`config.mk`:
```
export PLATFORM = sky130hd
export DESIGN_NAME = utf8_byte_grouper_flat
export DESIGN_NICKNAME = d
export VERILOG_FILES = /design/src/ubg_pkg.sv /design/src/ubg_byte_if.sv /design/src/ubg_char_if.sv /design/src/ubg_cfg_if.sv /design/src/utf8_byte_grouper.sv /design/src/flat_wrapper.sv
export SDC_FILE = /design/constraint.sdc
export NUM_CORES = 1
export LEC_CHECK = 0
export ABC_AREA = 0
export BUFFER_PORTS_ARGS = -buffer_cell sky130_fd_sc_hd__buf_4
export CORE_ASPECT_RATIO = 1.4
export CORE_MARGIN = 2
export CORE_UTILIZATION = 55
export DETAILED_ROUTE_END_ITERATION = 7
export PLACE_DENSITY_LB_ADDON = 0.25
export SYNTH_ARGS = -nofsm -noshare
export SYNTH_HDL_FRONTEND = slang
export SYNTH_SLANG_ARGS = --single-unit
export TNS_END_PERCENT = 30
```
`constraint.sdc`:
```
create_clock -name clk -period 8.4 [get_ports clk]
set_clock_uncertainty 0.05 [all_clocks]
set_input_delay 0.42 -clock clk [delete_from_list [all_inputs] [get_ports clk]]
set_output_delay 0.42 -clock clk [all_outputs]
set_load 0.01 [all_outputs]
```
`src/ubg_pkg.sv`:
```
// Package with the shared types, constants and helper function of the UTF-8 byte grouper.
package ubg_pkg;

	localparam int GROUP_MAX_BYTES = 4;
	localparam logic [7:0] NEWLINE_BYTE = 8'h0A;
	localparam logic [7:0] MAX_CHARS_RESET = 8'd64;
	localparam logic [2:0] CONT_MAX = 3'(GROUP_MAX_BYTES - 1);

	typedef struct packed {
		logic [31:0] char_value;
		logic [7:0]  char_position;
		logic        is_line_end;
		logic        last;
	} res_t;

	function automatic logic [2:0] continuation_count(input logic [7:0] b);
		logic [2:0] count;
		logic       run;
		count = '0;
		run = 1'b1;
		for (int i = 6; i >= 0; i--) begin
			if (run && b[i]) begin
				count = count + 3'd1;
			end else begin
				run = 1'b0;
			end
		end
		if (count > CONT_MAX) begin
			count = CONT_MAX;
		end
		return count;
	endfunction

endpackage

```
`src/ubg_byte_if.sv`:
```
// Channel interface that carries one text byte per item.
interface ubg_byte_if;
	logic       valid;
	logic       ready;
	logic [7:0] text_byte;

	modport source (output valid, output text_byte, input ready);
	modport sink (input valid, input text_byte, output ready);
endinterface

```
`src/ubg_char_if.sv`:
```
// Channel interface that carries one grouped character or end-of-line marker per item.
interface ubg_char_if;
	logic        valid;
	logic        ready;
	logic [31:0] char_value;
	logic [7:0]  char_position;
	logic        is_line_end;
	logic        last;

	modport source (output valid, output char_value, output char_position,
		output is_line_end, output last, input ready);
	modport sink (input valid, input char_value, input char_position,
		input is_line_end, input last, output ready);
endinterface

```
`src/ubg_cfg_if.sv`:
```
// Write channel interface for the line length limit register.
interface ubg_cfg_if;
	logic       valid;
	logic       ready;
	logic [7:0] max_chars_per_line;

	modport source (output valid, output max_chars_per_line, input ready);
	modport sink (input valid, input max_chars_per_line, output ready);
endinterface

```
`src/utf8_byte_grouper.sv`:
```
// The block takes one text byte per cycle into an input register, groups UTF-8 bytes into
// characters packed big-endian, and writes the up to two results each byte causes into a
// four-entry result queue that drains one item per cycle while char_out.ready is high. A byte
// is taken whenever the queue has room for two results, so the sustained rate is one byte per
// cycle as long as bytes cause one result on average and the output is not stalled; a byte's
// results pass from the input register into the result queue and are shown at the output.
// A newline flushes any open group and emits an end-of-line marker. Once a line holds
// max_chars_per_line characters, further bytes are ignored until the newline.
module utf8_byte_grouper (
	input logic clk,
	input logic arst_n,
	ubg_byte_if.sink text_in,
	ubg_char_if.source char_out,
	ubg_cfg_if.sink cfg
);
	import ubg_pkg::*;

	logic        valid_s1;
	logic [7:0]  byte_s1;
	logic [31:0] group_q;
	logic [2:0]  held_q;
	logic [2:0]  expected_q;
	logic [7:0]  chars_q;
	logic [7:0]  max_q;

	res_t        fifo_q [4];
	logic [1:0]  wr_ptr_q;
	logic [1:0]  rd_ptr_q;
	logic [2:0]  cnt_q;

	logic        advance;
	logic        pop;
	logic [1:0]  n_v;
	res_t        r0_v;
	res_t        r1_v;
	logic [31:0] group_d;
	logic [2:0]  held_d;
	logic [2:0]  expected_d;
	logic [7:0]  chars_d;
	logic [31:0] shifted;
	logic [2:0]  held_inc;
	logic        is_ascii;
	logic        is_lead;

	assign advance = valid_s1 && (cnt_q <= 3'd2);
	assign pop = char_out.valid && char_out.ready;
	assign text_in.ready = !valid_s1 || advance;
	assign cfg.ready = 1'b1;

	assign is_ascii = !byte_s1[7];
	assign is_lead = byte_s1[7] && byte_s1[6];
	assign shifted = {group_q[23:0], byte_s1};
	assign held_inc = held_q + 3'd1;

	always_comb begin
		n_v = '0;
		r0_v = '0;
		r1_v = '0;
		group_d = group_q;
		held_d = held_q;
		expected_d = expected_q;
		chars_d = chars_q;
		if (byte_s1 == NEWLINE_BYTE) begin
			if (held_q != 3'd0 && chars_q < max_q) begin
				r0_v = '{char_value: group_q, char_position: chars_q, is_line_end: 1'b0,
					last: 1'b0};
				r1_v = '{char_value: '0, char_position: chars_q + 8'd1, is_line_end: 1'b1,
					last: 1'b1};
				n_v = 2'd2;
			end else begin
				r0_v = '{char_value: '0, char_position: chars_q, is_line_end: 1'b1,
					last: 1'b1};
				n_v = 2'd1;
			end
			group_d = '0;
			held_d = '0;
			expected_d = '0;
			chars_d = '0;
		end else if (chars_q < max_q) begin
			if ((is_ascii || is_lead) && held_q != 3'd0) begin
				r0_v = '{char_value: group_q, char_position: chars_q, is_line_end: 1'b0,
					last: 1'b1};
				n_v = 2'd1;
				chars_d = chars_q + 8'd1;
				group_d = '0;
				held_d = '0;
				expected_d = '0;
			end
			if (chars_d < max_q) begin
				if (is_ascii || (!is_lead && held_q == 3'd0)) begin
					if (n_v == 2'd0) begin
						r0_v = '{char_value: {24'd0, byte_s1}, char_position: chars_d,
							is_line_end: 1'b0, last: 1'b1};
						n_v = 2'd1;
					end else begin
						r0_v.last = 1'b0;
						r1_v = '{char_value: {24'd0, byte_s1}, char_position: chars_d,
							is_line_end: 1'b0, last: 1'b1};
						n_v = 2'd2;
					end
					chars_d = chars_d + 8'd1;
				end else if (is_lead) begin
					group_d = {24'd0, byte_s1};
					held_d = 3'd1;
					expected_d = continuation_count(byte_s1);
				end else begin
					if (held_q >= expected_q) begin
						r0_v = '{char_value: shifted, char_position: chars_q,
							is_line_end: 1'b0, last: 1'b1};
						n_v = 2'd1;
						chars_d = chars_q + 8'd1;
						group_d = '0;
						held_d = '0;
						expected_d = '0;
					end else begin
						group_d = shifted;
						held_d = held_inc;
					end
				end
			end
		end
	end

	always_ff @(posedge clk or negedge arst_n) begin
		if (!arst_n) begin
			valid_s1 <= 1'b0;
			group_q <= '0;
			held_q <= '0;
			expected_q <= '0;
			chars_q <= '0;
			max_q <= MAX_CHARS_RESET;
			wr_ptr_q <= '0;
			rd_ptr_q <= '0;
			cnt_q <= '0;
		end else begin
			if (text_in.ready) begin
				valid_s1 <= text_in.valid;
			end
			if (cfg.valid && cfg.ready) begin
				max_q <= cfg.max_chars_per_line;
			end
			if (advance) begin
				group_q <= group_d;
				held_q <= held_d;
				expected_q <= expected_d;
				chars_q <= chars_d;
				wr_ptr_q <= wr_ptr_q + n_v;
			end
			if (pop) begin
				rd_ptr_q <= rd_ptr_q + 2'd1;
			end
			cnt_q <= cnt_q + (advance ? {1'b0, n_v} : 3'd0) - (pop ? 3'd1 : 3'd0);
		end
	end

	always_ff @(posedge clk) begin
		if (text_in.valid && text_in.ready) begin
			byte_s1 <= text_in.text_byte;
		end
		if (advance && n_v != 2'd0) begin
			fifo_q[wr_ptr_q] <= r0_v;
		end
		if (advance && n_v == 2'd2) begin
			fifo_q[wr_ptr_q + 2'd1] <= r1_v;
		end
	end

	assign char_out.valid = cnt_q != 3'd0;
	assign char_out.char_value = fifo_q[rd_ptr_q].char_value;
	assign char_out.char_position = fifo_q[rd_ptr_q].char_position;
	assign char_out.is_line_end = fifo_q[rd_ptr_q].is_line_end;
	assign char_out.last = fifo_q[rd_ptr_q].last;

endmodule

```
`src/flat_wrapper.sv`:
```
// flat-port wrapper written by rule: the top's interface ports become plain ports
module utf8_byte_grouper_flat import ubg_pkg::*;
  (clk, arst_n, text_in_valid, text_in_text_byte, text_in_ready, char_out_valid, char_out_char_value, char_out_char_position, char_out_is_line_end, char_out_last, char_out_ready, cfg_valid, cfg_max_chars_per_line, cfg_ready);
  ubg_byte_if text_in_i ();
  ubg_char_if char_out_i ();
  ubg_cfg_if cfg_i ();
  input logic clk;
  input logic arst_n;
  input wire logic [$bits(text_in_i.valid)-1:0] text_in_valid;
  input wire logic [$bits(text_in_i.text_byte)-1:0] text_in_text_byte;
  output wire logic [$bits(text_in_i.ready)-1:0] text_in_ready;
  output wire logic [$bits(char_out_i.valid)-1:0] char_out_valid;
  output wire logic [$bits(char_out_i.char_value)-1:0] char_out_char_value;
  output wire logic [$bits(char_out_i.char_position)-1:0] char_out_char_position;
  output wire logic [$bits(char_out_i.is_line_end)-1:0] char_out_is_line_end;
  output wire logic [$bits(char_out_i.last)-1:0] char_out_last;
  input wire logic [$bits(char_out_i.ready)-1:0] char_out_ready;
  input wire logic [$bits(cfg_i.valid)-1:0] cfg_valid;
  input wire logic [$bits(cfg_i.max_chars_per_line)-1:0] cfg_max_chars_per_line;
  output wire logic [$bits(cfg_i.ready)-1:0] cfg_ready;
  assign text_in_i.valid = text_in_valid;
  assign text_in_i.text_byte = text_in_text_byte;
  assign text_in_ready = text_in_i.ready;
  assign char_out_valid = char_out_i.valid;
  assign char_out_char_value = char_out_i.char_value;
  assign char_out_char_position = char_out_i.char_position;
  assign char_out_is_line_end = char_out_i.is_line_end;
  assign char_out_last = char_out_i.last;
  assign char_out_i.ready = char_out_ready;
  assign cfg_i.valid = cfg_valid;
  assign cfg_i.max_chars_per_line = cfg_max_chars_per_line;
  assign cfg_ready = cfg_i.ready;
  utf8_byte_grouper u_core (.clk(clk), .arst_n(arst_n), .text_in(text_in_i), .char_out(char_out_i), .cfg(cfg_i));
endmodule
```
==> qor.txt, run 1 <==
Fillers -> 1699
Worst-path clk slew -> 60 ps
Synth warn -> 0
Clk_lat worst skew -> 520 ps
Drt wl/cell -> 24.2 µm
Maxcap violations -> 0
Crit path DAT -> 5900 ps
H-tree depth reported by CTS -> 1
Layout cell share with drive strength beyond 1 -> 17.7%
Hpwl dp -> 22100 µm
Reg area -> 5880 µm²
Post-synth ARST share -> 26.1%
# placed instances -> 1340
Drt pass-1 iters -> 5
Final hold vios -> 0
Root Buffer -> clkbuf_16
GRT Overall Usage -> 29.4%
WL final -> 33500 µm
I/O pin count -> 66
Clk sink count -> 238
Cell area after synthesis -> 11900 µm²
Hold depth -> 1
Yosys reg bits -> 238
Chip Width -> 128 µm
WHS -> 28.3 ps
Critical setup path kind -> flip-flop to flip-flop
FMAX -> 0.172 GHz
Status -> completed
Hold Crit Class -> input port to flip-flop
Die height -> 178 µm
Core ar. -> 21200 µm²
Post-synth net total -> 1141
Syn Inst Count -> 1088
R2R depth -> 13
Vias -> 9348
Site row count -> 63
Register area share after synthesis -> 49.5%
First-pass GRT wire length -> 52000 µm
CP Depth -> 13
Die area -> 22800 µm²
Vias in the first global route -> 9350
GP Congestion -> 0.955
Via/cell ratio -> 6.75
Data required time of the critical path -> 8490 ps
Peak fanout along the critical path -> 36
RSZ-0062 raised after global routing -> no
Drt drc -> 0
Largest net degree at the start of global routing -> 73
Post-synth top flop -> dfxtp_1
Buffers on Ports -> 64
Ant diodes -> 0
CP Capture Type -> flip-flop
Post-CTS setup buffer count -> 0
Critical path's largest stage delay -> 840 ps
Fin cells -> 1385
Final setup vio count -> 0
Area Growth Syn to Fin -> 12.4%
Worst setup SP type -> flip-flop
Minimum clock period -> 5810 ps
Post-synth EDFFs -> 80
Worst IR drop on VDD -> 0.000289 V
Initial antenna violation count -> 0
Pleak -> 0.00529 µW
Worst-path cell chain -> nand3_1, nor3_1, nand2_1, xnor2_1, inv_1, ha_1, o21ai_0, o21bai_1, a21o_1, o31a_1, o21ai_2, nand2_4, nand2_1
Worst path bufs/invs -> 1
Final ANT Viol Nets -> 0
Post-route design area -> 13400 µm²
Multi-input logic area -> 5500 µm²
Nets@finish -> 1160
Clk buf depth -> 3
Count of final max-slew check failures -> 0
Final Power -> 4500 µW
CTS Buf Count -> 24
Pwr dens -> 337 nW/µm²
Effective utilization at floorplan -> 56.0%
DR iter-0 viols -> 1026
CP delay by family, top -> simple AND/OR/NAND/NOR gates
Placed instance area -> 12500 µm²
Slowest-stage cell, CP -> nand2_1
Worst-margin pin slew -> 1020 ps
Slew Limit Headroom -> 32.0%
Setup TNS -> 0 ps
TritonCTS clock tree -> done
Syn Area/Cell -> 10.9 µm²
Total congestion overflow -> 0
Tcrit/Tclk final -> 69.1%
Cell mode on critical path -> nand2_1
Synth unique cells -> 77
worst register-to-register path, delay by kind of cell (launching register included):
kind                     cells  cell delay, ps
XOR/XNOR                     1             250
AO/OA/AOI/OAI                5            1440
AND/OR/NAND/NOR              5            2660
buffers and inverters        1              80
adder cells (fa/ha/maj)      1             290
flip-flops                   1             680
placed cells by master, fill, tap and decap left out, types with 23 or more instances in the layout:
cell type and instances:
o22ai_1 39, buf_4 83, o21ai_0 86, mux2i_1 28, mux4_2 42, dfxtp_1 96
a21oi_1 37, clkbuf_16 28, edfxtp_1 80, o21ai_1 28, dfrtp_1 59, inv_1 35
a22oi_1 31, nand2_1 92, a21o_1 23, nor2_1 31, ha_1 31, a22o_1 33
o211ai_1 64
cells in the mapped netlist (4+ instances only):
| cell type | n | area, µm² |
|---|---|---|
| o31ai_1 | 4 | 30.0 |
| and3_1 | 6 | 37.5 |
| ha_1 | 31 | 388 |
| a21o_1 | 23 | 173 |
| buf_1 | 7 | 26.3 |
| nand2b_1 | 8 | 50.1 |
| o21ai_1 | 29 | 145 |
| dfrtp_1 | 61 | 1530 |
| nor2b_1 | 4 | 25.0 |
| and2_1 | 4 | 25.0 |
| o211ai_2 | 10 | 125 |
| nor3_1 | 11 | 55.1 |
| a22o_1 | 33 | 289 |
| a32o_1 | 5 | 50.1 |
| a21oi_1 | 37 | 185 |
| o21a_1 | 4 | 30.0 |
| xnor2_1 | 11 | 96.3 |
| buf_2 | 9 | 45.0 |
| clkbuf_1 | 69 | 259 |
| nand4_1 | 5 | 31.3 |
| nand3_1 | 17 | 85.1 |
| a211oi_1 | 6 | 45.0 |
| dfxtp_1 | 96 | 1920 |
| o211ai_1 | 64 | 480 |
| nor2_1 | 32 | 120 |
| mux4_2 | 42 | 946 |
| o21ai_0 | 86 | 430 |
| o22ai_1 | 39 | 244 |
| a221o_1 | 4 | 40.0 |
| mux2i_1 | 28 | 280 |
| nand2_1 | 92 | 345 |
| inv_1 | 35 | 131 |
| or3_1 | 4 | 25.0 |
| buf_6 | 4 | 45.0 |
| edfxtp_1 | 80 | 2400 |
| a22oi_1 | 31 | 233 |
path summary, 6_finish.rpt:
path                                       from                   end  slack [ps]
max                           u_core.chars_q[2]  u_core.fifo_q[3][10]        2590
min                        text_in_text_byte[2]     u_core.byte_s1[2]          30
max reg2reg                   u_core.chars_q[2]  u_core.fifo_q[3][10]        2590
min reg2reg                u_core.fifo_q[3][33]  u_core.fifo_q[3][33]         410
max in group asynchronous                arst_n    u_core.rd_ptr_q[1]        7260
min in group asynchronous                arst_n       u_core.cnt_q[2]         480
flip-flops by register name (all words and copies together) (netlist names):
signal             flops
u_core.expected_q      3
u_core.held_q          3
u_core.byte_s1         8
u_core.cnt_q           3
u_core.chars_q         8
u_core.max_q           8
u_core.valid_s1        1
u_core.wr_ptr_q        2
u_core.group_q        32
u_core.rd_ptr_q        2
u_core.fifo_q        168
final cells by class:
cell class | count | area share (%)
clock buffers | 37 | 5.74
inverters | 35 | 0.984
clock inverters | 7 | 0.881
well taps | 260 | 2.44
flip-flops and latches | 238 | 44.0
repair buffers | 84 | 4.74
multi-input cells | 724 | 41.2
layer usage:
metal / routed length [µm] / track usage, % / vias to the layer above
li1: - / - / 4202
met1: 12200 / 34.5 / 4604
met2: 17300 / 52.0 / 418
met3: 1780 / 2.89 / 124
met4: 2180 / 17.1 / 0
met5: 0 / 0 / -
logic make-up after synthesis:
family / count (synthesis) / synth area share [%]
fa+ha+maj: 32 / 3.43
compound gates: 398 / 22.7
other cells: 1 / 0.0316
flops: 238 / 49.5
xor+xnor: 14 / 1.03
simple gates: 205 / 8.25
buf+inv: 126 / 4.39
mux: 74 / 10.7
power breakdown:
part           internal [µW]  total [µW]  switching, µW
registers               1390        1570            182
clock network            725        1180            454
logic                    606        1740           1140
per-stage QoR:
| step | util (%) | setup slack, ps |
|---|---|---|
| floorplan | - | 4150 |
| global placement | 58.7 | 2870 |
| detailed placement | 58.7 | 2740 |
| CTS | 63.0 | 2710 |
| global route | 63.0 | 2240 |
| finish | 63.0 | 2590 |
what timing repair did:
item / 4_1_cts / 5_1_grt
endpoints found under the setup margin: 0 / 0
resized for setup: 0 / 0
hold endpoints to repair: 61 / 0
hold buffers: 1 / 0
Power figures use the tool's default switching activity.
==> run 2, diff against run 1 <==
==> constraint.sdc (replaced) <==
create_clock -name clk -period 5.3 [get_ports clk]
set_clock_uncertainty 0.05 [all_clocks]
set_input_delay 0.265 -clock clk [delete_from_list [all_inputs] [get_ports clk]]
set_output_delay 0.265 -clock clk [all_outputs]
set_load 0.01 [all_outputs]
==> qor.txt, run 2 (synthesis results as in run 1) <==
Status -> completed
Sw Share -> 40.2% (+0.76 points)
Count of final max-slew check failures -> 0 (unchanged)
First-pass GRT wire length -> 51900 µm (-0.16%)
Top Registers -> u_core.fifo_q: 168 flops, u_core.group_q: 32 flops
Die area -> 22800 µm² (unchanged)
RSZ-0062 raised after global routing -> no
Hpwl dp -> 21800 µm (-1.2%)
Slowest-stage cell, CP -> fa_1
Worst IR drop on VDD -> 0.000419 V (+45%)
WHS -> 65.7 ps (+37.4 ps)
Clk sink count -> 238 (unchanged)
Root Buffer -> clkbuf_16
H-tree depth reported by CTS -> 1 (unchanged)
Combinational power share -> 40.2% (+1.4 points)
Effective utilization at floorplan -> 56.0% (unchanged)
Via/cell ratio -> 6.59 (-2.4%)
Clk_lat worst skew -> 530 ps (about the same)
Cell mode on critical path -> ha_1
Largest net degree at the start of global routing -> 73 (unchanged)
CTS Buf Count -> 24 (unchanged)
Drt drc -> 0 (unchanged)
HP Start -> cfg_valid
Top reg by flops -> u_core.fifo_q
Total congestion overflow -> 0 (unchanged)
Area Growth Syn to Fin -> 14.8%
Worst r2r src -> u_core.held_q[0]
Final setup vio count -> 0 (unchanged)
Fillers -> 1674 (-1.5%)
CP delay by family, top -> adder cells
Vias in the first global route -> 9354 (+0.043%)
# placed instances -> 1354 (+1.0%)
Layout cell share with drive strength beyond 1 -> 18.1% (+0.39 points)
Slew Limit Headroom -> 43.5% (+12 points)
Critical setup path kind -> flip-flop to flip-flop
Die height -> 178 µm (unchanged)
Max reg flops -> 168 (unchanged)
Switching power -> 2800 µW (+58%)
Initial antenna violation count -> 0 (unchanged)
Pwr dens -> 511 nW/µm² (+52%)
Fin cells -> 1427 (+3.0%)
Site row count -> 63 (unchanged)
Drt wl/cell -> 23.4 µm (-3.2%)
DR iter-0 viols -> 795 (-23%)
I/O pin count -> 66 (unchanged)
Final ANT Viol Nets -> 0 (unchanged)
Sequential Power Share -> 36.0% (+1.0 points)
Multi-input logic area -> 5500 µm² (unchanged)
Nets@finish -> 1202 (+3.6%)
Buffers on Ports -> 64 (unchanged)
Hold Crit Class -> input port to flip-flop
Clk pwr share -> 23.8% (-2.4 points)
Pleak -> 0.00543 µW (+2.6%)
CP Capture Type -> flip-flop
TritonCTS clock tree -> done
Reg area -> 5880 µm² (unchanged)
Chip Width -> 128 µm (unchanged)
Vias -> 9402 (+0.58%)
Drt pass-1 iters -> 5 (unchanged)
Setup TNS -> 0 ps (unchanged)
Post-CTS resize count -> 0 (unchanged)
Worst-path clk slew -> 70 ps (about the same)
Most frequent cells in the layout -> buf_4 (96), dfxtp_1 (96), nand2_1 (92), o21ai_0 (86), edfxtp_1 (80)
Internal -> 4170 µW (+53%)
Post-CTS setup buffer count -> 0 (unchanged)
Peak fanout along the critical path -> 10 (-72%)
Hold buffer count at CTS -> 29 (+28)
GRT Overall Usage -> 29.4% (+0.062 points)
WL final -> 33400 µm (-0.26%)
Tcrit/Tclk final -> 88.4% (+19 points)
GP Congestion -> 0.973 (+1.9%)
Clk buf depth -> 3 (unchanged)
Minimum clock period -> 4690 ps (-1120 ps)
Worst setup SP type -> flip-flop
Final hold vios -> 0 (unchanged)
CP startpoint -> u_core.held_q[0]
Maxcap violations -> 0 (unchanged)
Data required time of the critical path -> 5650 ps (-2840 ps)
Crit path DAT -> 5030 ps (-870 ps)
Worst-path cell chain -> inv_1, ha_1, nand2b_1, nand2_1, inv_1, mux2_2, ha_1, a2111o_1, a21o_1, o21ai_1, and2_1, nand2_1, ha_1, fa_1, xor2_1, xnor2_1
Core ar. -> 21200 µm² (unchanged)
FMAX -> 0.213 GHz (+24%)
Ant diodes -> 0 (unchanged)
Worst-margin pin slew -> 845 ps (-172 ps)
Critical path's largest stage delay -> 440 ps (-400 ps)
Worst path bufs/invs -> 2 (+1)
[run 2: changes by cell type in the layout (fill, tap and decap cells not counted)]
cell / delta
clkbuf_16: -2
clkinv_8: +1
inv_4: -2
clkbuf_1: +2
clkinv_2: +6
dlygate4sd3_1: +28
buf_12: +1
buf_4: +13
bufinv_16: -3
clkbuf_2: -2
[run 2: metrics by stage]
step	utilization (%)	total power [µW]	cell area, µm²	worst slack, ps
5_1_grt	64.3	7310	13600	272
3_3_place_gp	59.3	5270	12600	736
6_report	64.3	6970	13600	615
2_1_floorplan	-	4340	11900	1050
3_5_place_dp	59.3	5300	12600	639
4_1_cts	64.3	6970	13600	609
[run 2: path summary, 6_finish.rpt]
kind | to | slack (ps) | cells past startpoint
min in group asynchronous | u_core.chars_q[6] | 340 | 2
max in group asynchronous | u_core.rd_ptr_q[0] | 4300 | 2
worst min-delay path | u_core.max_q[0] | 70 | 2
worst max-delay path | u_core.cnt_q[2] | 610 | 16
worst max register to register | u_core.cnt_q[2] | 610 | 16
worst min register to register | u_core.fifo_q[3][19] | 410 | 2
[run 2: area by class of cell]
| cell class | instances | area share (%) |
|---|---|---|
| well taps | 260 | 2.38 |
| clock buffers | 35 | 5.24 |
| inverters | 35 | 0.963 |
| multi-input cells | 724 | 40.3 |
| repair buffers | 126 | 7.56 |
| clock inverters | 9 | 0.449 |
| flip-flops and latches | 238 | 43.1 |
[run 2: power by group through the flow]
stage / logic [µW] / registers, µW / clock network, µW
detailed placement: 2750 / 2540 / 0
CTS: 2780 / 2500 / 1680
global placement: 2740 / 2530 / 0
floorplan: 2000 / 2340 / 0
finish: 2800 / 2510 / 1660
global route: 3020 / 2540 / 1750
[run 2: per-layer routing]
layer | part of all wire, % | global-route usage (%)
met1 | 37 | 35.0
met2 | 53 | 53.0
met3 | 5.4 | 2.95
met4 | 4.8 | 14.1
met5 | 0 | 0
[run 2: worst reg2reg max path, stage by stage (launching register included)]
cell and delay (ps):
dfrtp_1 400, inv_1 80, ha_1 230, nand2b_1 100
nand2_1 200, inv_1 220, mux2_2 400, ha_1 280
a2111o_1 420, a21o_1 190, o21ai_1 360, and2_1 390
nand2_1 170, ha_1 350, fa_1 440, xor2_1 160
xnor2_1 130
